$ cat config.mk
export PLATFORM = sky130hd
export DESIGN_NAME = vpy_prep
export DESIGN_NICKNAME = d
export VERILOG_FILES = /design/src/rtl/core/vpy_pkg.sv /design/src/rtl/core/vpy_prep.sv
export SDC_FILE = /design/constraint.sdc
export NUM_CORES = 1
export LEC_CHECK = 0
export BUFFER_PORTS_ARGS = -buffer_cell sky130_fd_sc_hd__buf_2
export CAP_MARGIN = 20
export CELL_PAD_IN_SITES_DETAIL_PLACEMENT = 0
export CELL_PAD_IN_SITES_GLOBAL_PLACEMENT = 1
export CORE_ASPECT_RATIO = 0.6
export CORE_MARGIN = 4
export CORE_UTILIZATION = 50
export CTS_BUF_LIST = sky130_fd_sc_hd__clkbuf_16
export DETAILED_ROUTE_END_ITERATION = 8
export PLACE_DENSITY_LB_ADDON = 0.2
export SYNTH_ARGS = -nofsm -noshare
export SYNTH_HDL_FRONTEND = slang
export SYNTH_SLANG_ARGS = --single-unit
$ cat constraint.sdc
create_clock -name i_clk -period 27.4 [get_ports i_clk]
set_input_delay 4.11 -clock i_clk [delete_from_list [all_inputs] [get_ports i_clk]]
set_output_delay 4.11 -clock i_clk [all_outputs]
set_load 0.02 [all_outputs]
$ cat src/rtl/core/vpy_pkg.sv
package vpy_pkg;

    // Component and datapath widths.
    localparam int COMP_W          = 24;
    localparam int PRESHIFT        = 28;
    localparam int DATA_W          = COMP_W + PRESHIFT + 4;
    localparam int ANG_FRAC        = 24;
    localparam int ANG_W           = 34;
    localparam int ANGLE_FRAC_BITS = 12;
    localparam int OUT_W           = 21;
    localparam int ATAN_N          = 32;

    // Limit gain of the CORDIC in Q30.
    localparam logic signed [31:0] GAIN_Q30 = 32'sd1768195363;

    // Angles in units of 2^-24 degree.
    localparam logic signed [ANG_W-1:0] DEG_180 = 34'sd3019898880;
    localparam logic signed [ANG_W-1:0] DEG_360 = 34'sd6039797760;

    // A full turn in output units.
    localparam int FULL_TURN_OUT = 360 << ANGLE_FRAC_BITS;

    // atan(2^-i) in units of 2^-24 degree, rounded to nearest.
    localparam logic signed [ANG_W-1:0] ATAN_TAB [ATAN_N] = '{
        34'sd754974720, 34'sd445687602, 34'sd235489088, 34'sd119537938,
        34'sd60000934,  34'sd30029717,  34'sd15018523,  34'sd7509720,
        34'sd3754917,   34'sd1877466,   34'sd938734,    34'sd469367,
        34'sd234684,    34'sd117342,    34'sd58671,     34'sd29335,
        34'sd14668,     34'sd7334,      34'sd3667,      34'sd1833,
        34'sd917,       34'sd458,       34'sd229,       34'sd115,
        34'sd57,        34'sd29,        34'sd14,        34'sd7,
        34'sd4,         34'sd2,         34'sd1,         34'sd0
    };

    typedef struct packed {
        logic signed [COMP_W-1:0] vec_x;
        logic signed [COMP_W-1:0] vec_y;
        logic signed [COMP_W-1:0] vec_z;
    } t_vpy_in;

    typedef struct packed {
        logic [OUT_W-1:0] pitch_deg;
        logic [OUT_W-1:0] yaw_deg;
    } t_vpy_out;

    // Working vector and accumulated angle of one CORDIC cell.
    typedef struct packed {
        logic signed [DATA_W-1:0] x;
        logic signed [DATA_W-1:0] y;
        logic signed [ANG_W-1:0]  ang;
    } t_vpy_cstate;

    // Special-case flags that ride along with a request.
    typedef struct packed {
        logic zero;
        logic z_pos;
    } t_vpy_flags;

endpackage

$ cat src/rtl/core/vpy_prep.sv
module vpy_prep (
    input  logic                                i_clk,
    input  logic                                i_rst_n,
    input  logic                                i_en,
    input  logic                                i_valid,
    input  vpy_pkg::t_vpy_in                    i_req,
    output logic                                o_valid,
    output vpy_pkg::t_vpy_cstate                o_state,
    output logic signed [vpy_pkg::DATA_W-1:0]   o_zg,
    output vpy_pkg::t_vpy_flags                 o_flags
);

    localparam int DW = vpy_pkg::DATA_W;
    localparam int CW = vpy_pkg::COMP_W;

    logic signed [DW-1:0]   w_x;
    logic signed [DW-1:0]   w_y;
    logic signed [CW:0]     w_zx;
    logic signed [CW:0]     w_neg_z;
    logic signed [DW-1:0]   w_prod;
    vpy_pkg::t_vpy_cstate   n_state;
    vpy_pkg::t_vpy_flags    n_flags;

    logic                   r_valid;
    vpy_pkg::t_vpy_cstate   r_state;
    logic signed [DW-1:0]   r_prod;
    vpy_pkg::t_vpy_flags    r_flags;

    // Sign-extend and scale the horizontal components.
    assign w_x = {{(DW-CW){i_req.vec_x[CW-1]}}, i_req.vec_x} <<< vpy_pkg::PRESHIFT;
    assign w_y = {{(DW-CW){i_req.vec_y[CW-1]}}, i_req.vec_y} <<< vpy_pkg::PRESHIFT;

    // Negated z times the CORDIC gain; the quarter scale is applied after the register.
    assign w_zx    = {i_req.vec_z[CW-1], i_req.vec_z};
    assign w_neg_z = -w_zx;
    assign w_prod  = DW'(w_neg_z) * DW'(vpy_pkg::GAIN_Q30);

    // Fold the left half plane onto the right half by a half turn.
    always_comb begin
        if (w_x[DW-1]) begin
            n_state.x   = -w_x;
            n_state.y   = -w_y;
            n_state.ang = vpy_pkg::DEG_180;
        end else begin
            n_state.x   = w_x;
            n_state.y   = w_y;
            n_state.ang = '0;
        end
        n_flags.zero  = (i_req.vec_x == '0) && (i_req.vec_y == '0);
        n_flags.z_pos = !i_req.vec_z[CW-1] && (i_req.vec_z != '0);
    end

    always_ff @(posedge i_clk) begin
        if (!i_rst_n) begin
            r_valid <= 1'b0;
        end else if (i_en) begin
            r_valid <= i_valid;
        end
    end

    always_ff @(posedge i_clk) begin
        if (i_en) begin
            r_state <= n_state;
            r_prod  <= w_prod;
            r_flags <= n_flags;
        end
    end

    assign o_valid = r_valid;
    assign o_state = r_state;
    assign o_zg    = r_prod >>> 2;
    assign o_flags = r_flags;

endmodule

==> results.cfg <==
[outcome]
status = complete, no violations

[synth]
synth_seq_area_share = 0.1924
synth_xor_area_frac = 0.05930
synth_top_family_by_area = adder cells
synth_top_area_share = 0.2426
synthTopCellsByCount = inv_1 (388), ha_1 (314), fa_1 (215)
yosysTopAreaCell = fa_1
synth_edf_count = 113
ys_types = 62
synthFlopType = edfxtp_1
yosysMostFrequentCell = inv_1
synth_area_leaders = fa_1 (24%), ha_1 (22%), edfxtp_1 (19%)
muxShareOfSynthArea = 0.002327
yosysWarnings = 0
synth-adder-area-share = 0.4640
syn-cell-area_sq_um = 17740
async_flop_share = 0
synth.avg_cell_area_sq_um = 10.11
syn_inst = 1755
synth_compound_area_frac = 0.08003
synth-simple-area-share = 0.07545
ys_ff_latch = 114

[clock_network]
clk_latency_ns = 0.44
cts.repair.resized = 0
h-tree-depth = 4
hold_buffers = 0
cts_setup_buffers = 0
cts.path.max_buffers = 2
root_buffer = clkbuf_16
clk_pin_slew_worst_paths_ns = 0.06
cts_tree = built
cts_buffers = 17
clock-sinks = 114

[detailed_routing]
drcViolationCount = 0
viasPerCell = 5.148
first_pass_iters = 8
num_vias = 12545
ant_nets = 0
routed_wl_um = 50260
drt-initial-drc-count = 896
post_drt_wl_per_cell_um = 20.62

[min_path]
min_path_type = reg2reg

[timing]
max_slew.worst_pin.slew_ns = 1.213
setup_tns_ns = 0
final.min_clock_period_ns = 12.93
setup_viol = 0
final.setup.worst_slack_ns = 14.47
relSlewSlack = 0.1915
finalClockSkew_ns = 0
fmax_mhz = 77.35
finalHoldViolCount = 0
drv_slew = 0
rsz0062_at_grt = false
period_share = 0.4719

[cells_and_area]
syn2layout_area_growth_pct = 10.32
antenna-diode-count = 0
nets = 2562
post-route-util = 0.5591
drive_above_1_share = 0.1350

[worst_setup_path]
critical_path_buf_inv_count = 3
worstPathArrival_ns = 13.10
slowest_stage = a221oi_1
timing.critical_path.max_delay_family = adder cells
start_kind = input port
crit_required_ns = 27.57
reg2reg_slack_ns = 26.80
cp_max_fo = 7
critical-path-max-stage-delay_ns = 1.03
cp-end-kind = flop
crit_path_frequent_cell = fa_1
critPathKind = in2reg
crit_chain = buf_2, or4_4, or3_1, or3_1, or3_2, nor3_1, xnor2_1, ha_1, xor2_1, ha_1, inv_1, fa_1, fa_1, fa_1, fa_1, fa_1, inv_1, ha_1, a21oi_1, o21ai_0, a221oi_1, o211a_1, o21ai_0, xor2_1

[global_routing]
antenna_found_initial = 2
grt_pass1_vias = 12422
grtUsageTotal = 0.2624
overflow = 0
grt_first_pass_wirelength_um = 75960
grt_start_max_net_pins = 79

[placement]
io_buffers = 194
dpl_worst_slack_ns = 14.14
gp_congestion = 1.002
dp_hpwl_um = 44430

[die]
dieArea_sq_um = 38670
rows = 53
start_util = 0.5068
io_pins = 281
core_area_sq_um = 35010
die-height_um = 153.9
die_w_um = 251.2

[run]
cap_viol_max_count = 0
-- worst min-delay path: cells and delay by family, from the launching register on --
kind	cells	cell delay, ns
and+or+nand+nor	1	0.10
DFF	1	0.33
muxes	1	0.07
-- cells in the final DEF (no fill, tap or decap), drive strengths merged, types with 5 or more instances in the layout --
master,instances
a211oi,7
a21o,32
a21oi,63
a31oi,7
and2,9
and3,11
buf,212
clkbuf,17
conb,90
edfxtp,113
fa,215
ha,314
inv,398
nand2,61
nand2b,12
nand3,13
nand4,17
nor2,56
nor2b,6
nor3,23
nor4,6
o211ai,5
o21a,10
o21ai,57
o21bai,7
o31ai,12
o41ai,5
or2,7
or3,16
or4,13
xnor2,80
xor2,38
-- worst paths after layout --
path	to	startpoint	depth (start not counted)
max	r_prod[49]$_DFFE_PP_	i_req[8]	24
min	o_valid$_SDFFE_PN0P_	o_valid$_SDFFE_PN0P_	2
max reg2reg	o_valid$_SDFFE_PN0P_	o_valid$_SDFFE_PN0P_	2
min reg2reg	o_valid$_SDFFE_PN0P_	o_valid$_SDFFE_PN0P_	2
-- area by class of cell --
type                       count  area (sq um)
fill                        3210         15440
inverter                     388          1456
timing repair buffer         212          1109
clock inverter                15         163.9
tap                          467         584.3
multi-input combinational   1224         12420
clock buffer                  17         425.4
sequential                   114          3413
-- metal layers --
| layer | track usage | vias up | share of wire |
|---|---|---|---|
| met4 | 0.03405 | 0 | 0.0066 |
| met2 | 0.3334 | 433 | 0.37 |
| met1 | 0.4087 | 6086 | 0.50 |
| li1 | - | 5996 | - |
| met3 | 0.1246 | 30 | 0.12 |
| met5 | 0 | - | 0 |
-- cells by family after synthesis --
family,after synthesis
mux,4
flops,114
xor+xnor,118
buf+inv,506
fa+ha+maj,529
other cells,1
compound gates,225
simple gates,258
-- state kept, by name, indices dropped and copies added, names as in the netlist --
name / flops
r_prod: 54
o_flags: 2
o_state: 57
o_valid: 1
-- through the flow --
step / hold slack, ns / cells / cell area (sq um)
after CTS: 0.5397 / 2437 / 19580
after global placement: 0.4944 / 2405 / 18990
after global routing: 0.5727 / 2437 / 19580
after floorplan: 0.5893 / 1844 / 18080
after detailed placement: 0.5319 / 2405 / 18990
final: 0.5329 / 2437 / 19580
Power is not shown: default switching activity piles up to over one toggle a cycle in this logic, so the estimate is an artifact.
