==> src/rtl/core/vpy_pkg.sv <==
package vpy_pkg;

    // Component and datapath widths.
    localparam int COMP_W          = 24;
    localparam int PRESHIFT        = 28;
    localparam int DATA_W          = COMP_W + PRESHIFT + 4;
    localparam int ANG_FRAC        = 24;
    localparam int ANG_W           = 34;
    localparam int ANGLE_FRAC_BITS = 12;
    localparam int OUT_W           = 21;
    localparam int ATAN_N          = 32;

    // Limit gain of the CORDIC in Q30.
    localparam logic signed [31:0] GAIN_Q30 = 32'sd1768195363;

    // Angles in units of 2^-24 degree.
    localparam logic signed [ANG_W-1:0] DEG_180 = 34'sd3019898880;
    localparam logic signed [ANG_W-1:0] DEG_360 = 34'sd6039797760;

    // A full turn in output units.
    localparam int FULL_TURN_OUT = 360 << ANGLE_FRAC_BITS;

    // atan(2^-i) in units of 2^-24 degree, rounded to nearest.
    localparam logic signed [ANG_W-1:0] ATAN_TAB [ATAN_N] = '{
        34'sd754974720, 34'sd445687602, 34'sd235489088, 34'sd119537938,
        34'sd60000934,  34'sd30029717,  34'sd15018523,  34'sd7509720,
        34'sd3754917,   34'sd1877466,   34'sd938734,    34'sd469367,
        34'sd234684,    34'sd117342,    34'sd58671,     34'sd29335,
        34'sd14668,     34'sd7334,      34'sd3667,      34'sd1833,
        34'sd917,       34'sd458,       34'sd229,       34'sd115,
        34'sd57,        34'sd29,        34'sd14,        34'sd7,
        34'sd4,         34'sd2,         34'sd1,         34'sd0
    };

    typedef struct packed {
        logic signed [COMP_W-1:0] vec_x;
        logic signed [COMP_W-1:0] vec_y;
        logic signed [COMP_W-1:0] vec_z;
    } t_vpy_in;

    typedef struct packed {
        logic [OUT_W-1:0] pitch_deg;
        logic [OUT_W-1:0] yaw_deg;
    } t_vpy_out;

    // Working vector and accumulated angle of one CORDIC cell.
    typedef struct packed {
        logic signed [DATA_W-1:0] x;
        logic signed [DATA_W-1:0] y;
        logic signed [ANG_W-1:0]  ang;
    } t_vpy_cstate;

    // Special-case flags that ride along with a request.
    typedef struct packed {
        logic zero;
        logic z_pos;
    } t_vpy_flags;

endpackage

==> src/rtl/core/vpy_cordic_cell.sv <==
module vpy_cordic_cell #(
    parameter int SHIFT  = 0,
    parameter int SIDE_W = 2
) (
    input  logic                    i_clk,
    input  logic                    i_rst_n,
    input  logic                    i_en,
    input  logic                    i_valid,
    input  vpy_pkg::t_vpy_cstate    i_state,
    input  logic [SIDE_W-1:0]       i_side,
    output logic                    o_valid,
    output vpy_pkg::t_vpy_cstate    o_state,
    output logic [SIDE_W-1:0]       o_side
);

    localparam int DW = vpy_pkg::DATA_W;
    localparam logic signed [vpy_pkg::ANG_W-1:0] L_ATAN = vpy_pkg::ATAN_TAB[SHIFT];

    logic signed [DW-1:0]   w_x;
    logic signed [DW-1:0]   w_y;
    logic signed [DW-1:0]   w_dx;
    logic signed [DW-1:0]   w_dy;
    vpy_pkg::t_vpy_cstate   n_state;

    logic                   r_valid;
    vpy_pkg::t_vpy_cstate   r_state;
    logic [SIDE_W-1:0]      r_side;

    assign w_x  = i_state.x;
    assign w_y  = i_state.y;
    assign w_dx = w_y >>> SHIFT;
    assign w_dy = w_x >>> SHIFT;

    // One vectoring step: rotate toward the x axis.
    always_comb begin
        if (!w_y[DW-1]) begin
            n_state.x   = w_x + w_dx;
            n_state.y   = w_y - w_dy;
            n_state.ang = i_state.ang + L_ATAN;
        end else begin
            n_state.x   = w_x - w_dx;
            n_state.y   = w_y + w_dy;
            n_state.ang = i_state.ang - L_ATAN;
        end
    end

    always_ff @(posedge i_clk) begin
        if (!i_rst_n) begin
            r_valid <= 1'b0;
        end else if (i_en) begin
            r_valid <= i_valid;
        end
    end

    always_ff @(posedge i_clk) begin
        if (i_en) begin
            r_state <= n_state;
            r_side  <= i_side;
        end
    end

    assign o_valid = r_valid;
    assign o_state = r_state;
    assign o_side  = r_side;

endmodule

==> config.mk <==
export PLATFORM = sky130hd
export DESIGN_NAME = vpy_cordic_cell
export DESIGN_NICKNAME = d
export VERILOG_FILES = /design/src/rtl/core/vpy_pkg.sv /design/src/rtl/core/vpy_cordic_cell.sv
export SDC_FILE = /design/constraint.sdc
export NUM_CORES = 1
export LEC_CHECK = 0
export BUFFER_PORTS_ARGS = -buffer_cell sky130_fd_sc_hd__buf_2
export CAP_MARGIN = 20
export CORE_ASPECT_RATIO = 1.2
export CORE_MARGIN = 2
export CORE_UTILIZATION = 35
export CTS_CLUSTER_DIAMETER = 80
export DETAILED_ROUTE_END_ITERATION = 10
export MAX_ROUTING_LAYER = met4
export PLACE_DENSITY = 0.66
export SLEW_MARGIN = 10
export SYNTH_ARGS = -nofsm -noshare
export SYNTH_HDL_FRONTEND = slang
export SYNTH_SLANG_ARGS = --single-unit
==> constraint.sdc <==
create_clock -name i_clk -period 5.1 [get_ports i_clk]
set_clock_uncertainty 0.15 [all_clocks]
set_input_delay 0.51 -clock i_clk [delete_from_list [all_inputs] [get_ports i_clk]]
set_output_delay 0.51 -clock i_clk [all_outputs]
set_load 0.01 [all_outputs]
==> results of run 1 <==
## metal layers
layer  GRT usage, %  part of all wire (%)  vias up
li1               -                     -     7106
met1          33.29                    43     7409
met2          43.94                    48      589
met3          2.670                   4.4      141
met4          12.70                   4.8        0
met5              -                     0        -
## through the flow
| step | hold slack [ns] | instance area (µm²) |
|---|---|---|
| after floorplan | 0.3883 | 15550 |
| after global placement | 0.3605 | 17520 |
| after detailed placement | 0.3938 | 17520 |
| after CTS | 0.03806 | 18090 |
| after global routing | 0.04648 | 18090 |
| final | 0.06365 | 18090 |
## placed cells by master, fill, tap and decap left out, types with 12 or more instances in the layout
master       n
a211oi_1    14
a21o_1      43
a21oi_1    226
a31oi_1     20
buf_2      298
buf_4       12
clkbuf_16   17
edfxtp_1   147
ha_1       189
inv_1      175
mux2i_1     34
nand2_1     97
nand2b_1    23
nand3_1     30
nand4_1     21
nor2_1     126
nor2b_1     25
nor3_1      37
nor4_1      20
o21a_1      20
o21ai_0    106
o21bai_1    57
o22ai_1     12
o31ai_1     21
or3_1       12
xnor2_1    101
xor2_1      14
## area by class of cell
cell class	count	share of cell area, %
sequential	148	24.51
multi-input combinational	1416	55.65
timing repair buffer	313	9.025
tap	559	3.866
clock inverter	15	0.8022
clock buffer	17	2.351
inverter	183	3.797
## path summary, 6_finish.rpt
path | start | to | slack (ns)
worst min register to register | o_valid | o_valid | 0.39
worst max-delay path | i_state[38] | o_state[137] | 0.90
worst max register to register | o_valid | o_valid | 4.34
worst min-delay path | i_state[14] | o_state[14] | 0.06
## cell families after synthesis
| kind of cell | Yosys count | synth area share (%) |
|---|---|---|
| xor gates and xnor gates | 115 | 6.478 |
| muxes | 34 | 2.189 |
| AOI/OAI and AO/OA | 646 | 27.06 |
| DFF | 148 | 28.52 |
| adders and majority gates | 193 | 15.73 |
| and+or+nand+nor | 428 | 13.30 |
| buffers and inverters | 264 | 6.720 |
## power breakdown
group | leakage (nW) | internal (mW) | switching [mW]
Combinational | 6.27 | 0.689 | 1.27
Sequential | 1.45 | 1.59 | 0.0642
Clock | 0.277 | 0.682 | 0.608
## flip-flops by register name, summed over array words and instances, names as in the netlist
signal / cells
o_side: 2
o_state: 145
o_valid: 1
## worst reg2reg max path, stage by stage, from the launching register on
cell,delay [ns]
dfxtp_1,0.32
mux2i_1,0.12
nor2b_1,0.06
==> run metrics, run 1 <==
status=finished, final reports clean; Syn. warnings=0; worst endpoint required time=5.14 ns; Yosys cell types=86; RSZ-0062 raised after global routing=false; syn_nets=2173; Slew Limit Fails=0; drt pass-1 iters=6; Tmin final=4.197 ns; Clock Sinks=148; number of DRC markers in iteration 0=993; # resized after CTS=0; initial antenna violation count=0; Max stage delay on crit path=0.64 ns; routability cong.=0.9766; ranking of synthesized cells by area=edfxtp_1, ha_1, a21oi_1, xnor2_1, inv_1; peak supply drop=0.2663 mV; Final Hold Viols=0; IO Pins=301; register area=0.004434 mm²; WL/cell=23.16 µm; WP depth=12; Num CTS Buffers=17; Top delay family on crit path=compound AO/OA/AOI/OAI gates; clk_lat worst skew=0.46 ns; post-synthesis cell count=1828; period utilisation layout=82.29%; MaxCap Viol Count=0; Root Buffer Master=clkbuf_16; layout cells sized above 1=18.45%; DP HPWL=49.65 mm; H-tree Lvls=4; crit path cell chain=buf_2 > inv_1 > ha_1 > a21oi_1 > a311oi_1 > o21ai_1 > a2bb2oi_1 > a311oi_2 > o21ai_0 > nor2b_1 > o22ai_1 > xnor2_1; area of the multi-input gates=0.01007 mm²; Primary FF master, synth=edfxtp_1; Antenna diodes=0; hold_buf cts=0; EDFF count, synth=147; slew of the pin with the lowest slew margin=1.070 ns; die height=234.9 µm; Slew headroom=28.00%; LEAKAGE=7.993 nW; post-synthesis sequential area ratio=28.52%; Initial Util=35.47%; Syn Area/Cell=8.505 µm²; area grow syn2layout=16.37%; Die W=196.4 µm; Commonest cells post-synth=a21oi_1, ha_1, inv_1; pre-CTS WS=0.5989 ns; setup bufs post-CTS=0; FMAX=238.3 MHz; Startpoint Class=input port; WHS Path Cells=1; Routed Antenna Nets=0; std cell rows=84; GRT Util Overall=26.88%; Setup TNS Final=0 ns; core region area=0.04383 mm²; drc violations=0; Max Buffers Root-to-Sink=2; fill count=4468; vias in the first global route=15060; Final WS setup=0.9030 ns; Worst Hold Class=input port to register; Buf/Inv on CP=2; Setup CP Type=input port to register; FF-to-FF path depth=2; Final Util=41.28%; via/cell ratio=5.751; placed cells=2619; WP data arrival=4.24 ns; most common cell in the netlist=a21oi_1; async set-reset flop share out of synthesis=0%; Crit Path Max Fanout=13; Clk pin slew, worst setup/hold paths=0.07 ns; mapped cell area=0.01555 mm²; Seq cells post-synth=148; fin cells=2651; NumNets Final=2424; drt total wl=61.41 mm; vias after detailed routing=15250; Power Total=4.902 mW; largest net degree at the start of global routing=81; IO Port Bufs=300; DIE AREA=0.04613 mm²; cell taking the most area after synthesis=edfxtp_1; CTS tree=built; first-pass GRT wire length=91.78 mm; Critical-path top delay cell=a311oi_2; setup violators final=0; CP endpoint kind=register; P per Cell Area=270.9 mW/mm²; top cell type's share of synthesized area=28.39%; GRT Residual Overflow=0
(Power assumes the default switching activity.)
==> run 2: changes to the inputs <==
Clock period 5.1 ns to 4 ns, I/O delays scaled along.
==> run 2 against run 1 <==
Effect of this change: register-to-register slack got worse by 1.2 ns; flip-flop and latch count stayed put; sequential share of layout area decreased by 1.9 points; non-clock buffer count rose by 197; power rose by 33%; sequential power is 27% higher; critical path type unchanged; critical endpoint is now o_state[131].
==> run metrics, run 2 (synthesis gave the netlist of run 1 again) <==
status=finished, final reports clean; core region area=0.04383 mm² (unchanged); most common cell after layout, fill and taps aside=buf_2; Tmin final=3.753 ns; worst hold margin=0.05479 ns (-0.008855 ns); min-delay src=i_rst_n; Root Buffer Master=clkbuf_16; DIE AREA=0.04613 mm² (unchanged); via/cell ratio=5.553 (-3.4%); GRT Util Overall=27.68% (+0.81 points); CTS tree=built; period utilisation layout=93.83%; Slew Limit Fails=0 (unchanged); clk_lat worst skew=0.46 ns (about the same); initial antenna violation count=0 (unchanged); Num CTS Buffers=17 (unchanged); P per Cell Area=332.3 mW/mm² (+23%); setup violators final=0 (unchanged); Worst Hold Class=input port to register; Slew headroom=38.79% (+11 points); Clock Sinks=148 (unchanged); Crit Path Max Fanout=5 (-8); busiest grt layer=met2; GRT Residual Overflow=0 (unchanged); WL/cell=22.24 µm (-4.0%); LEAKAGE=8.912 nW (+11%); CP endpoint kind=register; reg2reg start=o_valid; Cell Area, Placed=0.01879 mm² (+7.3%); Clk pin slew, worst setup/hold paths=0.07 ns (about the same); RSZ-0062 raised after global routing=false; MaxCap Viol Count=0 (unchanged); hold_buf cts=26 (+26); worst endpoint required time=4.13 ns (-1.01 ns); Reg2Reg Setup Slack=3.13 ns (-1.21 ns); Setup CP Type=input port to register; routability cong.=1.013 (+3.7%); met1 GRT Util=33.68% (+0.40 points); WHS Path Cells=2 (+1); met3 Resource Use GR=3.617% (+0.95 points); setup bufs post-CTS=0 (unchanged); IO Port Bufs=300 (unchanged); # resized after CTS=0 (unchanged); final instance area=0.01962 mm² (+8.5%); fin cells=2848 (+7.4%); H-tree Lvls=4 (unchanged); std cell rows=84 (unchanged); Max Buffers Root-to-Sink=2 (unchanged); FF-to-FF path depth=2 (unchanged); Routed Antenna Nets=0 (unchanged); Initial Util=35.47% (unchanged); peak supply drop=0.3464 mV (+30%); Startpoint Class=input port; WP data arrival=3.88 ns (-0.36 ns); vias in the first global route=15750 (+4.6%); max FFs per register=145 (unchanged); placed cells=2790 (+6.5%); vias after detailed routing=15820 (+3.7%); drt pass-1 iters=6 (unchanged); Antenna diodes=0 (unchanged); NumNets Final=2621 (+8.1%); drc violations=0 (unchanged); hold endpoint=o_valid; number of DRC markers in iteration 0=1247 (+26%); slew of the pin with the lowest slew margin=0.9181 ns (-0.1521 ns); largest net degree at the start of global routing=79 (-2.5%); Final Util=44.77% (+3.5 points); most frequent cells in the layout=buf_2, a21oi_1, ha_1; Final Hold Viols=0 (unchanged); drt total wl=63.34 mm (+3.1%); layout cells sized above 1=24.29% (+5.8 points); IO Pins=301 (unchanged); die height=234.9 µm (unchanged); RR Endpoint=o_valid; DP HPWL=52.25 mm (+5.2%); area grow syn2layout=26.20%; first-pass GRT wire length=94.51 mm (+3.0%); met2 global-route usage=46.28% (+2.3 points); Setup TNS Final=0 ns (unchanged); Die W=196.4 µm (unchanged); FMAX=266.4 MHz
[run 2: stage by stage]
stage	total power [mW]	setup WS, ns
6_report	6.521	0.2469
5_1_grt	6.831	0.09776
4_1_cts	6.547	0.3107
3_5_place_dp	4.848	-0.1794
3_3_place_gp	4.843	-0.1839
2_1_floorplan	3.630	0.9372
[run 2: critical path, stage by stage]
cell and delay [ns]:
buf_2 0.16, inv_1 0.10, ha_1 0.31, nor2b_1 0.21, o2111ai_1 0.21, a311oi_1 0.48, o21ai_1 0.27, o21ai_2 0.24
a211o_1 0.26, a21boi_1 0.09, buf_4 0.17, o41ai_1 0.52, a21oi_1 0.16, xnor2_1 0.28
[run 2: power breakdown]
group	leakage, nW	internal (mW)	switching [mW]	total, mW
Clock	0.271	0.873	0.778	1.65
Sequential	1.45	2.03	0.0816	2.11
Combinational	7.19	1.08	1.68	2.76
Total	8.91	3.98	2.54	6.52
[run 2: layout make-up]
class	count	area, µm²
Fill cell	4392	24210
Multi-Input combinational cell	1416	10070
Sequential cell	148	4434
Timing Repair Buffer	510	3164
Tap cell	559	699.4
Inverter	183	686.9
Clock buffer	18	429.2
Clock inverter	14	138.9
[run 2: worst max-delay path by stage]
stage,from,to,slack [ns],cells after the start
after floorplan,i_state[42],o_state[76],0.94,13
after global placement,i_state[35],o_state[131],-0.18,14
after detailed placement,i_state[35],o_state[137],-0.18,13
after CTS,i_state[35],o_state[131],0.31,14
after global routing,i_state[35],o_state[137],0.1,13
final,i_state[35],o_state[131],0.25,14
[run 2: per-layer routing]
layer  share of wire [%]  vias up
met4                 3.8        0
met3                 5.6      125
met5                   0        -
met1                  42     7536
li1                    -     7502
met2                  49      652
==> run 3: changes to the inputs <==
Settings changed: GPL_TIMING_DRIVEN from default to 0.
==> run 3 against run 2 <==
Effect of this change: sequential power is essentially flat; routed wire length grew 6.0%; fmax shrank 4.3%; count of clock-buffer cells in the layout is the same; die area is the same; global-route usage grew 1.7 points; largest power group unchanged.
==> run metrics, run 3 (synthesis gave the netlist of run 1 again) <==
status=finished, final reports clean; via/cell ratio=5.766 (+3.8%); GRT Residual Overflow=0 (unchanged); GRT Util Overall=29.39% (+1.7 points); slew of the pin with the lowest slew margin=1.175 ns (+0.2573 ns); Die W=196.4 µm (unchanged); DP HPWL=54.19 mm (+3.7%); most common cell after layout, fill and taps aside=buf_2; Slew headroom=21.64% (-17 points); period utilisation layout=98.04% (+4.2 points); peak supply drop=0.3068 mV (-11%); Final WS setup=0.07854 ns (-0.1684 ns); pre-CTS WS=-0.4959 ns (-0.3165 ns); Num CTS Buffers=17 (unchanged); Final Hold Viols=0 (unchanged); layout cells sized above 1=18.67% (-5.6 points); vias after detailed routing=15860 (+0.30%); Crit Path Max Fanout=10 (+5); MaxCap Viol Count=0 (unchanged); WP data arrival=3.98 ns (+0.10 ns); met2 wire len=32.04 mm (+4.2%); placed cells=2690 (-3.6%); CP endpoint kind=register; Setup TNS Final=0 ns (unchanged); vias in the first global route=15660 (-0.53%); P per Cell Area=348.1 mW/mm² (+4.8%); Startpoint Class=input port; routability cong.=0.9703 (-4.2%); largest net degree at the start of global routing=115 (+46%); CTS tree=built; number of DRC markers in iteration 0=1121 (-10%); fin cells=2751 (-3.4%); area grow syn2layout=20.75%; Clock Sinks=148 (unchanged); worst endpoint required time=4.06 ns (-0.07 ns); fill count=4520 (+2.9%); RSZ-0062 raised after global routing=false; initial antenna violation count=1 (+1); IO Pins=301 (unchanged); most frequent cells in the layout=buf_2, a21oi_1, ha_1; setup violators final=0 (unchanged); Metal-1 WL=28.52 mm (+7.1%); WL/cell=24.41 µm (+9.8%); drc violations=0 (unchanged); clk_lat worst skew=0.46 ns (about the same); NumNets Final=2523 (-3.7%); drt total wl=67.16 mm (+6.0%); Clk pin slew, worst setup/hold paths=0.08 ns (about the same); Root Buffer Master=clkbuf_16; max FFs per register=145 (unchanged); IO Port Bufs=300 (unchanged); Tmin final=3.921 ns (+0.1684 ns); Routed Antenna Nets=0 (unchanged); DIE AREA=0.04613 mm² (unchanged); top layer used by detailed routing=met4; LEAKAGE=8.272 nW (-7.2%); FMAX=255.0 MHz (-4.3%); Slew Limit Fails=0 (unchanged); Worst Hold Class=input port to register; core region area=0.04383 mm² (unchanged); die height=234.9 µm (unchanged); first-pass GRT wire length=98.03 mm (+3.7%); std cell rows=84 (unchanged); H-tree Lvls=4 (unchanged); DR WL met3=3.422 mm (-3.8%); Initial Util=35.47% (unchanged); Power Total=6.536 mW (+0.22%); drt pass-1 iters=5 (-1); Max Buffers Root-to-Sink=2 (unchanged); Setup CP Type=input port to register
-- run 3: metrics by stage --
step,instance area (µm²),util [%],hold slack (ns)
6_report,18770,42.83,0.05106
5_1_grt,18770,42.83,0.07476
4_1_cts,18710,42.69,0.02853
3_5_place_dp,17810,40.64,0.3867
3_3_place_gp,17750,40.50,0.3868
2_1_floorplan,15550,-,0.3489
-- run 3: worst max-delay path: stages --
cell      delay (ns)
buf_2           0.10
inv_1           0.04
ha_1            0.34
clkbuf_1        0.32
nor2_1          0.24
nand3_1         0.16
nor3_1          0.38
o211ai_2        0.20
o211ai_2        0.20
a41oi_2         0.36
o21bai_2        0.31
a31oi_1         0.18
o21ai_0         0.59
xnor2_1         0.13
-- run 3: final cells by class --
cell class                      count  area [µm²]  area share [%]
Multi-Input combinational cell   1416       10120           53.90
Timing Repair Buffer              331        1843           9.817
Tap cell                          559       699.4           3.726
Buffer                             81       359.1           1.913
Clock buffer                       18       429.2           2.286
Antenna cell                        1       2.502         0.01333
Clock inverter                     14       200.2           1.066
Inverter                          183       686.9           3.659
Sequential cell                   148        4434           23.62
-- run 3: power breakdown --
group          leakage (nW)  internal, mW  switching (mW)
clock network         0.293          1.05           0.758
logic                  6.53         0.911            1.71
registers              1.45          2.03          0.0769
-- run 3: repair_timing --
| item | 4_1_cts | 5_1_grt |
|---|---|---|
| resized for setup | 0 | 10 |
| setup buffers | 0 | 1 |
| endpoints found under the setup margin | 0 | 13 |
| hold buffers | 27 | 0 |
| endpoints found under the hold margin | 27 | 0 |
-- run 3: path summary, 6_finish.rpt --
kind	from	endpoint	slack, ns	cells past startpoint
max reg2reg	o_valid	o_valid	3.24	2
max	i_state[54]	o_state[132]	0.08	14
min	i_valid	o_valid	0.05	3
min reg2reg	o_valid	o_valid	0.40	2
-- run 3: metal layers --
| layer | vias up | global-route usage, % |
|---|---|---|
| met1 | 7674 | 36.18 |
| li1 | 7326 | - |
| met3 | 156 | 2.555 |
| met2 | 706 | 48.51 |
| met4 | 0 | 14.07 |
| met5 | - | - |
