===== config.mk =====
export PLATFORM = sky130hd
export DESIGN_NAME = vpy_finish
export DESIGN_NICKNAME = d
export VERILOG_FILES = /design/src/rtl/core/vpy_pkg.sv /design/src/rtl/core/vpy_finish.sv
export SDC_FILE = /design/constraint.sdc
export NUM_CORES = 1
export LEC_CHECK = 0
export ABC_CLOCK_PERIOD_IN_PS = 3750
export BUFFER_PORTS_ARGS = -buffer_cell sky130_fd_sc_hd__clkbuf_2
export CAP_MARGIN = 40
export CORE_UTILIZATION = 25
export CTS_CLUSTER_SIZE = 25
export DETAILED_ROUTE_END_ITERATION = 7
export GPL_ROUTABILITY_DRIVEN = 0
export GPL_TIMING_DRIVEN = 0
export HOLD_SLACK_MARGIN = 0.02
export SLEW_MARGIN = 30
export SYNTH_ARGS = -nofsm -noshare
export SYNTH_HDL_FRONTEND = slang
export SYNTH_SLANG_ARGS = --single-unit

===== constraint.sdc =====
create_clock -name i_clk -period 3.75 [get_ports i_clk]
set_input_delay 0.375 -clock i_clk [delete_from_list [all_inputs] [get_ports i_clk]]
set_output_delay 0.375 -clock i_clk [all_outputs]
set_load 0.1 [all_outputs]

===== src/rtl/core/vpy_pkg.sv =====
package vpy_pkg;

    // Component and datapath widths.
    localparam int COMP_W          = 24;
    localparam int PRESHIFT        = 28;
    localparam int DATA_W          = COMP_W + PRESHIFT + 4;
    localparam int ANG_FRAC        = 24;
    localparam int ANG_W           = 34;
    localparam int ANGLE_FRAC_BITS = 12;
    localparam int OUT_W           = 21;
    localparam int ATAN_N          = 32;

    // Limit gain of the CORDIC in Q30.
    localparam logic signed [31:0] GAIN_Q30 = 32'sd1768195363;

    // Angles in units of 2^-24 degree.
    localparam logic signed [ANG_W-1:0] DEG_180 = 34'sd3019898880;
    localparam logic signed [ANG_W-1:0] DEG_360 = 34'sd6039797760;

    // A full turn in output units.
    localparam int FULL_TURN_OUT = 360 << ANGLE_FRAC_BITS;

    // atan(2^-i) in units of 2^-24 degree, rounded to nearest.
    localparam logic signed [ANG_W-1:0] ATAN_TAB [ATAN_N] = '{
        34'sd754974720, 34'sd445687602, 34'sd235489088, 34'sd119537938,
        34'sd60000934,  34'sd30029717,  34'sd15018523,  34'sd7509720,
        34'sd3754917,   34'sd1877466,   34'sd938734,    34'sd469367,
        34'sd234684,    34'sd117342,    34'sd58671,     34'sd29335,
        34'sd14668,     34'sd7334,      34'sd3667,      34'sd1833,
        34'sd917,       34'sd458,       34'sd229,       34'sd115,
        34'sd57,        34'sd29,        34'sd14,        34'sd7,
        34'sd4,         34'sd2,         34'sd1,         34'sd0
    };

    typedef struct packed {
        logic signed [COMP_W-1:0] vec_x;
        logic signed [COMP_W-1:0] vec_y;
        logic signed [COMP_W-1:0] vec_z;
    } t_vpy_in;

    typedef struct packed {
        logic [OUT_W-1:0] pitch_deg;
        logic [OUT_W-1:0] yaw_deg;
    } t_vpy_out;

    // Working vector and accumulated angle of one CORDIC cell.
    typedef struct packed {
        logic signed [DATA_W-1:0] x;
        logic signed [DATA_W-1:0] y;
        logic signed [ANG_W-1:0]  ang;
    } t_vpy_cstate;

    // Special-case flags that ride along with a request.
    typedef struct packed {
        logic zero;
        logic z_pos;
    } t_vpy_flags;

endpackage


===== src/rtl/core/vpy_finish.sv =====
module vpy_finish (
    input  logic                                i_clk,
    input  logic                                i_rst_n,
    input  logic                                i_en,
    input  logic                                i_valid,
    input  logic signed [vpy_pkg::ANG_W-1:0]    i_pitch,
    input  logic signed [vpy_pkg::ANG_W-1:0]    i_yaw,
    input  vpy_pkg::t_vpy_flags                 i_flags,
    output logic                                o_valid,
    output vpy_pkg::t_vpy_out                   o_res
);

    localparam int AW     = vpy_pkg::ANG_W;
    localparam int OW     = vpy_pkg::OUT_W;
    localparam int RSHIFT = vpy_pkg::ANG_FRAC - vpy_pkg::ANGLE_FRAC_BITS;
    localparam int ROUND  = 1 << (RSHIFT - 1);
    localparam logic [OW-1:0] PITCH_UP   = OW'(270 << vpy_pkg::ANGLE_FRAC_BITS);
    localparam logic [OW-1:0] PITCH_DOWN = OW'(90 << vpy_pkg::ANGLE_FRAC_BITS);

    logic signed [AW-1:0]   w_pitch_wrap;
    logic signed [AW-1:0]   w_yaw_wrap;

    logic                   r_valid;
    logic [AW-2:0]          r_pitch;
    logic [AW-2:0]          r_yaw;
    vpy_pkg::t_vpy_flags    r_flags;

    // Round a wrapped angle to output units; a round up to a full turn is zero.
    function automatic logic [OW-1:0] round_angle(input logic [AW-2:0] a);
        logic [AW-1:0] sum;
        logic [AW-1:0] q;
        sum = {1'b0, a} + AW'(ROUND);
        q   = sum >> RSHIFT;
        if (q >= AW'(vpy_pkg::FULL_TURN_OUT)) begin
            q = '0;
        end
        return q[OW-1:0];
    endfunction

    // Bring negative angles into [0, 360).
    assign w_pitch_wrap = i_pitch[AW-1] ? i_pitch + vpy_pkg::DEG_360 : i_pitch;
    assign w_yaw_wrap   = i_yaw[AW-1]   ? i_yaw   + vpy_pkg::DEG_360 : i_yaw;

    always_ff @(posedge i_clk) begin
        if (!i_rst_n) begin
            r_valid <= 1'b0;
        end else if (i_en) begin
            r_valid <= i_valid;
        end
    end

    always_ff @(posedge i_clk) begin
        if (i_en) begin
            r_pitch <= w_pitch_wrap[AW-2:0];
            r_yaw   <= w_yaw_wrap[AW-2:0];
            r_flags <= i_flags;
        end
    end

    // A vector with no horizontal length points straight up or down.
    always_comb begin
        if (r_flags.zero) begin
            o_res.pitch_deg = r_flags.z_pos ? PITCH_UP : PITCH_DOWN;
            o_res.yaw_deg   = '0;
        end else begin
            o_res.pitch_deg = round_angle(r_pitch);
            o_res.yaw_deg   = round_angle(r_yaw);
        end
    end

    assign o_valid = r_valid;

endmodule


==> metrics.csv, run 1 <==
stage,metric,value,unit
status,outcome,completed,
global_routing,initial antenna violation count,0,
timing,fmax,0.272,GHz
layout,ratio of cells with drive above 1 in the final layout,41.4,%
timing,setup_tns,0,ps
drt,Met3 Wirelength,283,um
timing,Slew Limit Fails,0,
flow_run,number of max-cap violations,0,
yosys,Synth cell types,54,
critical_path,Worst setup startpoint,r_yaw[16],
clocking,clock slew at reported path FFs,70,ps
timing,final worst path period need,3670,ps
floorplan,area of the core,0.0114,mm^2
yosys,syn_nets,352,
floorplan,I/O pins,117,
timing,RSZ-0062 raised after global routing,true,
floorplan,Starting Density,25.7,%
global_routing,largest net degree at the start of global routing,48,
drt,DR pass1 iterations,4,
clocking,H-tree levels,2,
critical_path,critical path peak fanout,10,
clocking,Root Buffer,clkbuf_16,
yosys,"Cell Area, Synth",0.00293,mm^2
pwr,VDD IR-drop max,0.164,mV
min_path,min-delay src,i_yaw[17],
drt,via count,2460,
place,Port Buf Inserts,94,
yosys,Seq cells post-synth,47,
global_routing,GRT Residual Overflow,0,
floorplan,chip height,110,um
layout,Antenna Cells,0,
critical_path,Worst Setup End Kind,output port,
yosys,ys async rst share,0,%
place,dpl hpwl,5640,um
floorplan,row count,39,
drt,initial detailed-routing violation count,113,
global_routing,vias in the first global route,2138,
clocking,CTS Buffer Depth,2,
critical_path,CP required,3380,ps
drt,uppermost layer routed,met4,
critical_path,Setup Crit Path Kind,reg -> out,
floorplan,Die Width,110,um
layout,most frequent cells in the layout,"clkbuf_2, edfxtp_1, xor2_1",
timing,worst-margin pin slew,647,ps
global_routing,first-pass GRT wire length,10600,um
layout,fillcell total,1158,
layout,"most common cell after layout, fill and taps aside",clkbuf_2,
timing,fin worst setup slack,76.6,ps
yosys,Main synth FF type,edfxtp_1,
drt,final WL,7120,um
drt,DRC Markers,0,
pwr,pwr dens,476,mW/mm^2
drt,met1 WL,3170,um
global_routing,Total GRT Usage,11.5,%
timing,final hold vios,0,
drt,DR vias/cell,4.73,
place,Post-Place Worst Slack,-181,ps
yosys,"EDFF count, synth",46,
clocking,clock sink count,47,
timing,Tcrit/Tclk final,98.0,%
layout,Reg area,0.00140,mm^2
layout,area growth from synthesis to layout,33.4,%
yosys,sequential share of the synthesized area,47.8,%
clocking,clock buffer count from CTS,5,
drt,met2 WL post-DR,3500,um
critical_path,FF-to-FF Start,o_valid,
floorplan,die area,0.0122,mm^2
clocking,CTS tree,done,
clocking,Clock Latency Late Sink,290,ps
layout,nets@finish,454,
drt,Post-DRT Antenna Nets,0,
yosys,Syn Inst Count,274,
critical_path,CP startpoint kind,flip-flop,
clocking,# hold bufs at CTS,0,
min_path,Hold Crit Class,in -> reg,
timing,skew final,0,ps
yosys,"Avg Cell Area, Syn",10.7,um^2
layout,Multi-input gate area,0.00161,mm^2
layout,Final Core Density,34.2,%
drt,routed length per instance,13.7,um
yosys,Synth warnings,0,
timing,Setup-failing EPs final,0,
critical_path,critical path arrival,3300,ps
pwr,Leak,0.00150,uW
timing,Slew headroom,56.8,%
critical_path,internal reg-to-reg setup slack,3150,ps
[final cells by class]
class,count,share of cell area (%)
flip-flops and latches,47,35.9
plain buffers,9,1.73
well taps,143,4.58
clock buffers,5,3.20
clock inverters,3,0.577
repair buffers,95,12.3
multi-input cells,212,41.2
inverters,6,0.577
[routing by layer]
layer	up-vias	track usage (%)
met1	1160	15.5
met5	-	0
li1	1239	-
met2	50	18.4
met4	0	4.98
met3	11	1.70
[power breakdown]
group | total (uW) | leakage (uW) | switching, uW | internal (uW)
sequential | 682 | 0.000458 | 49.8 | 632
combinational | 726 | 0.000964 | 575 | 151
clock | 452 | 0.0000746 | 202 | 251
[what timing repair did]
action                                  4_1_cts  5_1_grt
resized for setup                             5       18
setup buffers                                 0        1
pin swaps                                     0        1
endpoints found under the setup margin       20       22
[cell families after synthesis]
| group | Yosys count | share of synthesized area, % |
|---|---|---|
| xor+xnor | 44 | 13.2 |
| flops | 47 | 47.8 |
| mux | 6 | 2.26 |
| fa+ha+maj | 4 | 1.71 |
| simple gates | 125 | 24.3 |
| buf+inv | 15 | 2.99 |
| compound gates | 33 | 7.73 |
[through the flow]
step           instances  hold slack, ps  instance area, um^2  power [uW]
5_1_grt              520             245                 3910        1930
2_1_floorplan        274             474                 3050        1270
3_3_place_gp         511             514                 3700        1410
3_5_place_dp         511             526                 3710        1410
6_report             520             255                 3910        1860
4_1_cts              519             247                 3870        1870
[flip-flops by register name, indices dropped and copies added (netlist names)]
register  flops
r_flags       2
r_yaw        22
o_valid       1
r_pitch      22
[worst max-delay path: stages, from the launching register on]
cell             delay (ps)
edfxtp_1                450
nand4_1                 320
nor3_2                  400
and4_2                  300
mux2_2                  400
nor2_4                  260
clkdlybuf4s15_2         410
nor3_2                   80
clkbuf_2                370
[synth_stat cells (2+ instances only)]
| master | number | share of area [%] |
|---|---|---|
| a211oi_1 | 2 | 0.51 |
| a21oi_1 | 6 | 1.0 |
| a31oi_1 | 2 | 0.43 |
| and2_1 | 2 | 0.43 |
| and3_1 | 5 | 1.1 |
| and4_1 | 4 | 1.2 |
| buf_2 | 3 | 0.51 |
| edfxtp_1 | 46 | 47 |
| ha_1 | 4 | 1.7 |
| inv_1 | 6 | 0.77 |
| mux2_2 | 5 | 1.9 |
| nand2_1 | 15 | 1.9 |
| nand2b_1 | 3 | 0.64 |
| nand3_1 | 11 | 1.9 |
| nand3b_1 | 3 | 0.77 |
| nand4_1 | 11 | 2.3 |
| nand4_2 | 2 | 0.85 |
| nor2_1 | 15 | 1.9 |
| nor2b_1 | 2 | 0.43 |
| nor3_1 | 30 | 5.1 |
| nor3b_1 | 5 | 1.3 |
| nor4_1 | 6 | 1.3 |
| o211ai_1 | 2 | 0.51 |
| o21ai_0 | 6 | 1.0 |
| o31a_1 | 2 | 0.60 |
| o31ai_1 | 4 | 1.0 |
| or2_2 | 2 | 0.43 |
| or4_1 | 2 | 0.51 |
| xnor2_1 | 20 | 6.0 |
| xor2_1 | 24 | 7.2 |
[worst paths after layout]
path               endpoint  cells after the start
hold / removal    r_yaw[17]                      1
setup reg to reg    o_valid                      2
setup / recovery  o_res[11]                      8
hold reg to reg     o_valid                      2
Power figures use the tool's default switching activity.
==> inputs of run 2 (changes only) <==
--- a/config.mk
+++ b/config.mk
@@ -8,12 +8,15 @@
 export ABC_CLOCK_PERIOD_IN_PS = 3750
 export BUFFER_PORTS_ARGS = -buffer_cell sky130_fd_sc_hd__clkbuf_2
 export CAP_MARGIN = 40
+export CORE_MARGIN = 1.5
 export CORE_UTILIZATION = 25
+export CTS_CLUSTER_DIAMETER = 40
 export CTS_CLUSTER_SIZE = 25
 export DETAILED_ROUTE_END_ITERATION = 7
 export GPL_ROUTABILITY_DRIVEN = 0
 export GPL_TIMING_DRIVEN = 0
 export HOLD_SLACK_MARGIN = 0.02
+export RECOVER_POWER = 50
 export SLEW_MARGIN = 30
 export SYNTH_ARGS = -nofsm -noshare
 export SYNTH_HDL_FRONTEND = slang
==> run 2 against run 1 <==
- the flow now finishes with violations (max-capacitance violations, max-slew violations)
- maximum frequency up 1.0%
- wire length up 1.8%
- largest power group unchanged
- critical path type unchanged
- die area up 1.8%
- non-clock buffer count unchanged
- core utilization down 0.088 points
- combinational power about the same
- highest routed layer unchanged
- critical path depth up 1
- via count up 0.57%
- largest cell class unchanged
==> metrics.csv, run 2 (synthesized netlist as in run 1, its figures left out) <==
stage,metric,value,unit,change
status,outcome,"finished, violations left",,
status,failing checks,"max-capacitance violations, max-slew violations",,
layout,Final Instance Area,0.00390,mm^2,-0.26%
critical_path,Buffers & Inverters on Critical Path,2,,unchanged
timing,RSZ-0062 raised after global routing,true,,
timing,fmax,0.275,GHz,+1.0%
drt,DR vias/cell,4.76,,+0.57%
pwr,Clock power frac,26.3,%,+2.0 points
global_routing,initial antenna violation count,0,,unchanged
pwr,logic gate share of total power,37.9,%,-1.1 points
min_path,Hold Path Cell Cnt,1,,unchanged
floorplan,I/O pins,117,,unchanged
layout,area growth from synthesis to layout,33.0,%,
pwr,Internal Power,1100,uW,+6.0%
pwr,net switching power,814,uW,-1.5%
drt,DRC Markers,0,,unchanged
layout,"most common cell after layout, fill and taps aside",clkbuf_2,,
timing,Setup-failing EPs final,0,,unchanged
layout,nets@finish,454,,unchanged
clocking,H-tree levels,2,,unchanged
drt,initial detailed-routing violation count,98,,-13%
layout,ratio of cells with drive above 1 in the final layout,38.5,%,-2.9 points
pwr,pwr dens,490,mW/mm^2,+3.0%
floorplan,row count,39,,unchanged
global_routing,first-pass GRT wire length,11400,um,+7.7%
timing,final worst path period need,3640,ps,-37.4 ps
min_path,Hold Crit Class,in -> reg,,
floorplan,Die Width,111,um,+0.91%
critical_path,Worst R2R Path Depth,2,,unchanged
timing,Slew Limit Fails,48,,+48
pwr,Seq pwr share,35.8,%,-0.9 points
floorplan,chip height,111,um,+0.91%
place,Post-DP Area,0.00371,mm^2,unchanged
global_routing,Total GRT Usage,11.5,%,-0.038 points
critical_path,crit-path max cell delay,520,ps,+70 ps
timing,skew final,0,ps,unchanged
floorplan,die area,0.0124,mm^2,+1.8%
layout,Antenna Cells,0,,unchanged
critical_path,CP startpoint kind,flip-flop,,
drt,Post-DRT Antenna Nets,0,,unchanged
critical_path,Slowest cell on crit path,or4_1,,
critical_path,critical path peak fanout,10,,unchanged
clocking,clock buffer count from CTS,5,,unchanged
drt,final WL,7250,um,+1.8%
critical_path,critical path arrival,3260,ps,-40 ps
place,dpl hpwl,5700,um,+1.1%
place,Post-Place Worst Slack,-153,ps,+28.4 ps
place,Port Buf Inserts,94,,unchanged
critical_path,crit path cell chain,ha_1 > and2_1 > nand4_2 > or4_1 > mux2_2 > nor2_2 > buf_4 > nor3_2 > clkbuf_2,,
layout,most frequent cells in the layout,"clkbuf_2, edfxtp_1, xor2_1",,
floorplan,Starting Density,25.7,%,unchanged
clocking,CTS Buffer Depth,2,,unchanged
timing,Tcrit/Tclk final,97.0,%,-1.0 points
critical_path,Worst R2R End,o_valid,,
critical_path,Worst Setup End Kind,output port,,
critical_path,Setup Crit Path Kind,reg -> out,,
flow_run,number of max-cap violations,1,,+1
layout,biggest regs,"r_pitch x22, r_yaw x22, r_flags x2",,
timing,fin worst setup slack,114,ps,+37.4 ps
timing,worst-margin pin slew,2510,ps,+1870 ps
drt,routed length per instance,13.9,um,+1.8%
timing,final hold vios,0,,unchanged
pwr,VDD IR-drop max,0.161,mV,-1.7%
critical_path,CP required,3380,ps,about the same
global_routing,largest net degree at the start of global routing,48,,unchanged
clocking,CTS tree,done,,
clocking,# hold bufs at CTS,0,,unchanged
global_routing,vias in the first global route,2395,,+12%
drt,via count,2474,,+0.57%
clocking,Clock Latency Late Sink,280,ps,about the same
critical_path,internal reg-to-reg setup slack,3120,ps,-30 ps
drt,DR pass1 iterations,4,,unchanged
clocking,clock sink count,47,,unchanged
min_path,Hold EP,r_flags[0],,
clocking,clock slew at reported path FFs,70,ps,about the same
timing,Slew headroom,-67.6,%,-120 points
critical_path,FF-to-FF Start,o_valid,,
critical_path,Top delay family on crit path,simple AND/OR/NAND/NOR gates,,
pwr,Leak,0.00146,uW,-2.3%
pwr,Switching Fraction,42.6,%,-1.8 points
min_path,min-delay src,i_flags[0],,
global_routing,GRT Residual Overflow,0,,unchanged
floorplan,area of the core,0.0114,mm^2,unchanged
clocking,Root Buffer,clkbuf_16,,
run 2: per-layer routing:
metal | part of all wire [%] | vias to the layer above | routed length (um) | GRT usage (%)
li1 | - | 1242 | - | -
met1 | 46 | 1183 | 3330 | 14.4
met2 | 51 | 41 | 3670 | 19.9
met3 | 1.8 | 8 | 129 | 1.48
met4 | 1.6 | 0 | 117 | 4.81
met5 | 0 | - | 0 | 0
run 2: through the flow:
stage | util, % | power (uW) | cells | setup TNS, ps | hold WS [ps]
global route | 34.1 | 1980 | 520 | -181 | 247
floorplan | - | 1270 | 274 | -5710 | 474
finish | 34.1 | 1910 | 520 | 0 | 259
global placement | 32.4 | 1410 | 511 | -1410 | 518
detailed placement | 32.5 | 1410 | 511 | -1290 | 519
CTS | 34.1 | 1920 | 519 | 0 | 249
run 2: worst max path at each step:
stage                      startpoint   endpoint  slack [ps]  cells after the start
after detailed placement    r_yaw[16]   o_res[8]        -150                      8
final                     r_pitch[11]  o_res[31]         110                      9
after global routing      r_pitch[11]  o_res[31]         -30                      9
after CTS                   r_yaw[16]   o_res[8]          20                      8
after floorplan             r_yaw[20]   o_res[0]        -670                      7
after global placement      r_yaw[16]  o_res[17]        -160                      8
run 2: timing repair:
action                     4_1_cts  5_1_grt
buffers inserted                 0        1
pin swaps                        0        1
setup endpoints to repair       21       22
cloned                           0        0
resized for setup                4        6
run 2: layout make-up:
class | count | area [um^2]
clock buffer | 6 | 129
sequential | 47 | 1400
inverter | 6 | 22.5
buffer | 9 | 61.3
tap | 143 | 179
fill | 1166 | 7520
timing repair buffer | 95 | 470
clock inverter | 2 | 37.5
multi-input combinational | 212 | 1600
run 2: power groups by stage:
| stage | Clock [uW] | Combinational, uW | Sequential, uW |
|---|---|---|---|
| 2_1_floorplan | 0 | 587 | 683 |
| 3_3_place_gp | 0 | 717 | 690 |
| 3_5_place_dp | 0 | 720 | 692 |
| 4_1_cts | 516 | 725 | 681 |
| 5_1_grt | 536 | 755 | 691 |
| 6_report | 503 | 724 | 684 |
run 2: worst register-to-register path, stage by stage, from the launching register on:
cell and delay [ps]:
dfxtp_1 330, mux2i_1 70, nor2b_1 170
==> inputs of run 3 (changes only) <==
--- a/config.mk
+++ b/config.mk
@@ -5,7 +5,7 @@
 export SDC_FILE = /design/constraint.sdc
 export NUM_CORES = 1
 export LEC_CHECK = 0
-export ABC_CLOCK_PERIOD_IN_PS = 3750
+export ABC_CLOCK_PERIOD_IN_PS = 4650
 export BUFFER_PORTS_ARGS = -buffer_cell sky130_fd_sc_hd__clkbuf_2
 export CAP_MARGIN = 40
 export CORE_MARGIN = 1.5
==> constraint.sdc (replaced) <==
create_clock -name i_clk -period 4.65 [get_ports i_clk]
set_input_delay 0.465 -clock i_clk [delete_from_list [all_inputs] [get_ports i_clk]]
set_output_delay 0.465 -clock i_clk [all_outputs]
set_load 0.1 [all_outputs]
==> run 3 against run 2 <==
- the flow still finishes with violations (max-capacitance violations, max-slew violations)
- wire length decreased by 4.4%
- sequential share of layout area increased by 1.6 points
- critical path depth decreased by 1
- core utilization decreased by 1.4 points
- power decreased by 23%
- register-to-register slack improved by 890 ps
- global-route usage decreased by 0.68 points
- sequential cell count unchanged
- final cell count decreased by 0.19%
- hold slack improved by 96 ps
- first-iteration DRC count increased by 63%
- critical path type unchanged
==> metrics.csv, run 3 (synthesized netlist as in run 1, its figures left out) <==
stage,metric,value,unit,change
status,outcome,"finished, violations left",,
status,failing checks,"max-capacitance violations, max-slew violations",,
pwr,Internal Power,824,uW,-25%
timing,Tcrit/Tclk final,89.6,%,
clocking,H-tree levels,2,,unchanged
place,dpl hpwl,5520,um,-3.2%
timing,worst hold slack,355,ps,+96.2 ps
place,Port Buf Inserts,94,,unchanged
drt,DRC Markers,0,,unchanged
min_path,Hold Crit Class,in -> reg,,
critical_path,Worst R2R Path Depth,2,,unchanged
critical_path,most frequent CP cell,nor3_1,,
critical_path,Setup Crit Path Kind,reg -> out,,
global_routing,grt met3 use,1.31,%,-0.16 points
drt,via count,2454,,-0.81%
timing,worst-margin pin slew,2590,ps,+76.4 ps
critical_path,Worst R2R End,o_valid,,
pwr,net switching power,643,uW,-21%
place,post-placement cell count,511,,unchanged
pwr,Switching Fraction,43.8,%,+1.2 points
timing,final hold vios,0,,unchanged
floorplan,I/O pins,117,,unchanged
global_routing,met2 Usage GRT,17.6,%,-2.3 points
timing,final worst path period need,4170,ps,
layout,area growth from synthesis to layout,27.4,%,
min_path,Hold EP,r_pitch[26],,
drt,initial detailed-routing violation count,160,,+63%
floorplan,row count,39,,unchanged
pwr,post-layout power,1470,uW,-23%
pwr,Seq pwr share,37.4,%,+1.6 points
layout,Antenna Cells,0,,unchanged
layout,most frequent cells in the layout,"clkbuf_2, edfxtp_1, nor3_1",,
layout,Final Core Density,32.7,%,-1.4 points
critical_path,Worst Setup End Kind,output port,,
drt,Post-DRT Antenna Nets,0,,unchanged
global_routing,GRT Residual Overflow,0,,unchanged
pwr,Clock power frac,24.5,%,-1.8 points
drt,DR pass1 iterations,4,,unchanged
pwr,Leak,0.00142,uW,-2.6%
critical_path,Buffers & Inverters on Critical Path,2,,unchanged
min_path,Hold Path Cell Cnt,1,,unchanged
floorplan,Starting Density,25.7,%,unchanged
clocking,Root Buffer,clkbuf_16,,
critical_path,critical path peak fanout,10,,unchanged
drt,routed length per instance,13.3,um,-4.2%
timing,Slew headroom,-72.7,%,-5.1 points
timing,RSZ-0062 raised after global routing,false,,
critical_path,CP required,4180,ps,+800 ps
global_routing,met1 Use GR,15.2,%,+0.83 points
clocking,CTS tree,done,,
global_routing,Total GRT Usage,10.8,%,-0.68 points
timing,Setup-failing EPs final,0,,unchanged
layout,ratio of cells with drive above 1 in the final layout,31.9,%,-6.5 points
layout,"most common cell after layout, fill and taps aside",clkbuf_2,,
clocking,clock sink count,47,,unchanged
clocking,clock slew at reported path FFs,70,ps,about the same
floorplan,chip height,111,um,unchanged
layout,nets@finish,453,,-0.22%
clocking,CTS Buffer Depth,2,,unchanged
layout,final non-filler cell total,519,,-0.19%
pwr,VDD IR-drop max,0.176,mV,+9.1%
min_path,min-delay src,i_pitch[26],,
global_routing,vias in the first global route,2252,,-6.0%
critical_path,FF-to-FF Start,o_valid,,
floorplan,die area,0.0124,mm^2,unchanged
clocking,clock buffer count from CTS,5,,unchanged
timing,Slew Limit Fails,48,,unchanged
critical_path,Top delay family on crit path,simple AND/OR/NAND/NOR gates,,
layout,biggest regs,"r_pitch x22, r_yaw x22, r_flags x2",,
critical_path,critical path arrival,3700,ps,+440 ps
pwr,logic gate share of total power,38.1,%,+0.2 points
timing,skew final,0,ps,unchanged
global_routing,busiest grt layer,met2,,
floorplan,area of the core,0.0114,mm^2,unchanged
clocking,post_cts resized,0,,-4
global_routing,initial antenna violation count,0,,unchanged
global_routing,largest net degree at the start of global routing,48,,unchanged
drt,final WL,6920,um,-4.4%
critical_path,internal reg-to-reg setup slack,4010,ps,+890 ps
floorplan,Die Width,111,um,unchanged
layout,fillcell total,1202,,+3.1%
clocking,Clock Latency Late Sink,280,ps,about the same
critical_path,CP startpoint kind,flip-flop,,
critical_path,Slowest cell on crit path,nor2_1,,
drt,DR vias/cell,4.73,,-0.62%
clocking,# hold bufs at CTS,0,,unchanged
pwr,pwr dens,393,mW/mm^2,-20%
timing,fmax,0.240,GHz,
global_routing,first-pass GRT wire length,11000,um,-3.6%
critical_path,crit path cell chain,nand4_1 > nor3_1 > and4_2 > mux2_2 > nor2_1 > dlygate4sd1_1 > nor3_1 > clkbuf_2,,
clocking,Post-CTS Setup Repair Bufs,0,,unchanged
flow_run,number of max-cap violations,1,,unchanged
critical_path,crit-path max cell delay,520,ps,about the same
[run 3: cell count changes in the layout (fill, tap and decap cells not counted), moves of 3 or more]
cell	change
clkbuf_2	+3
nor3_2	-19
nor4_2	-3
nor4_1	+3
nor3_1	+20
clkbuf_1	-3
[run 3: metrics by stage]
| stage | TNS [ps] | cell area [um^2] | worst slack (ps) |
|---|---|---|---|
| floorplan | -1070 | 2940 | -536 |
| global placement | 0 | 3590 | 808 |
| detailed placement | 0 | 3590 | 769 |
| CTS | 0 | 3740 | 456 |
| global route | 0 | 3730 | 238 |
| finish | 0 | 3730 | 482 |
[run 3: per-layer routing]
metal	share of wire (%)	up-vias	wire [um]
met3	2.8	4	191
met1	48	1157	3330
met5	0	-	0
met2	48	53	3330
met4	1.1	0	74
li1	-	1240	-
[run 3: how the worst max path moves through the flow]
stage               depth (start not counted)  slack (ps)       from         to
floorplan                                   7        -540  r_yaw[20]   o_res[2]
finish                                      8         480  r_yaw[16]  o_res[11]
detailed placement                          8         770  r_yaw[16]  o_res[12]
CTS                                         8         460  r_yaw[16]  o_res[12]
global placement                            8         810  r_yaw[16]  o_res[11]
global route                                8         240  r_yaw[16]  o_res[16]
[run 3: final cells by class]
cell class	instances	area, um^2	share of cell area, %
plain buffers	9	65.1	1.74
flip-flops and latches	47	1400	37.6
repair buffers	94	463	12.4
well taps	143	179	4.80
clock inverters	3	22.5	0.604
clock buffers	5	125	3.35
multi-input cells	212	1450	38.9
inverters	6	22.5	0.604
[run 3: power by group through the flow]
stage | combinational, uW | sequential [uW] | clock (uW)
3_3_place_gp | 559 | 556 | 0
2_1_floorplan | 455 | 551 | 0
6_report | 559 | 549 | 359
3_5_place_dp | 562 | 557 | 0
5_1_grt | 586 | 554 | 390
4_1_cts | 563 | 547 | 371
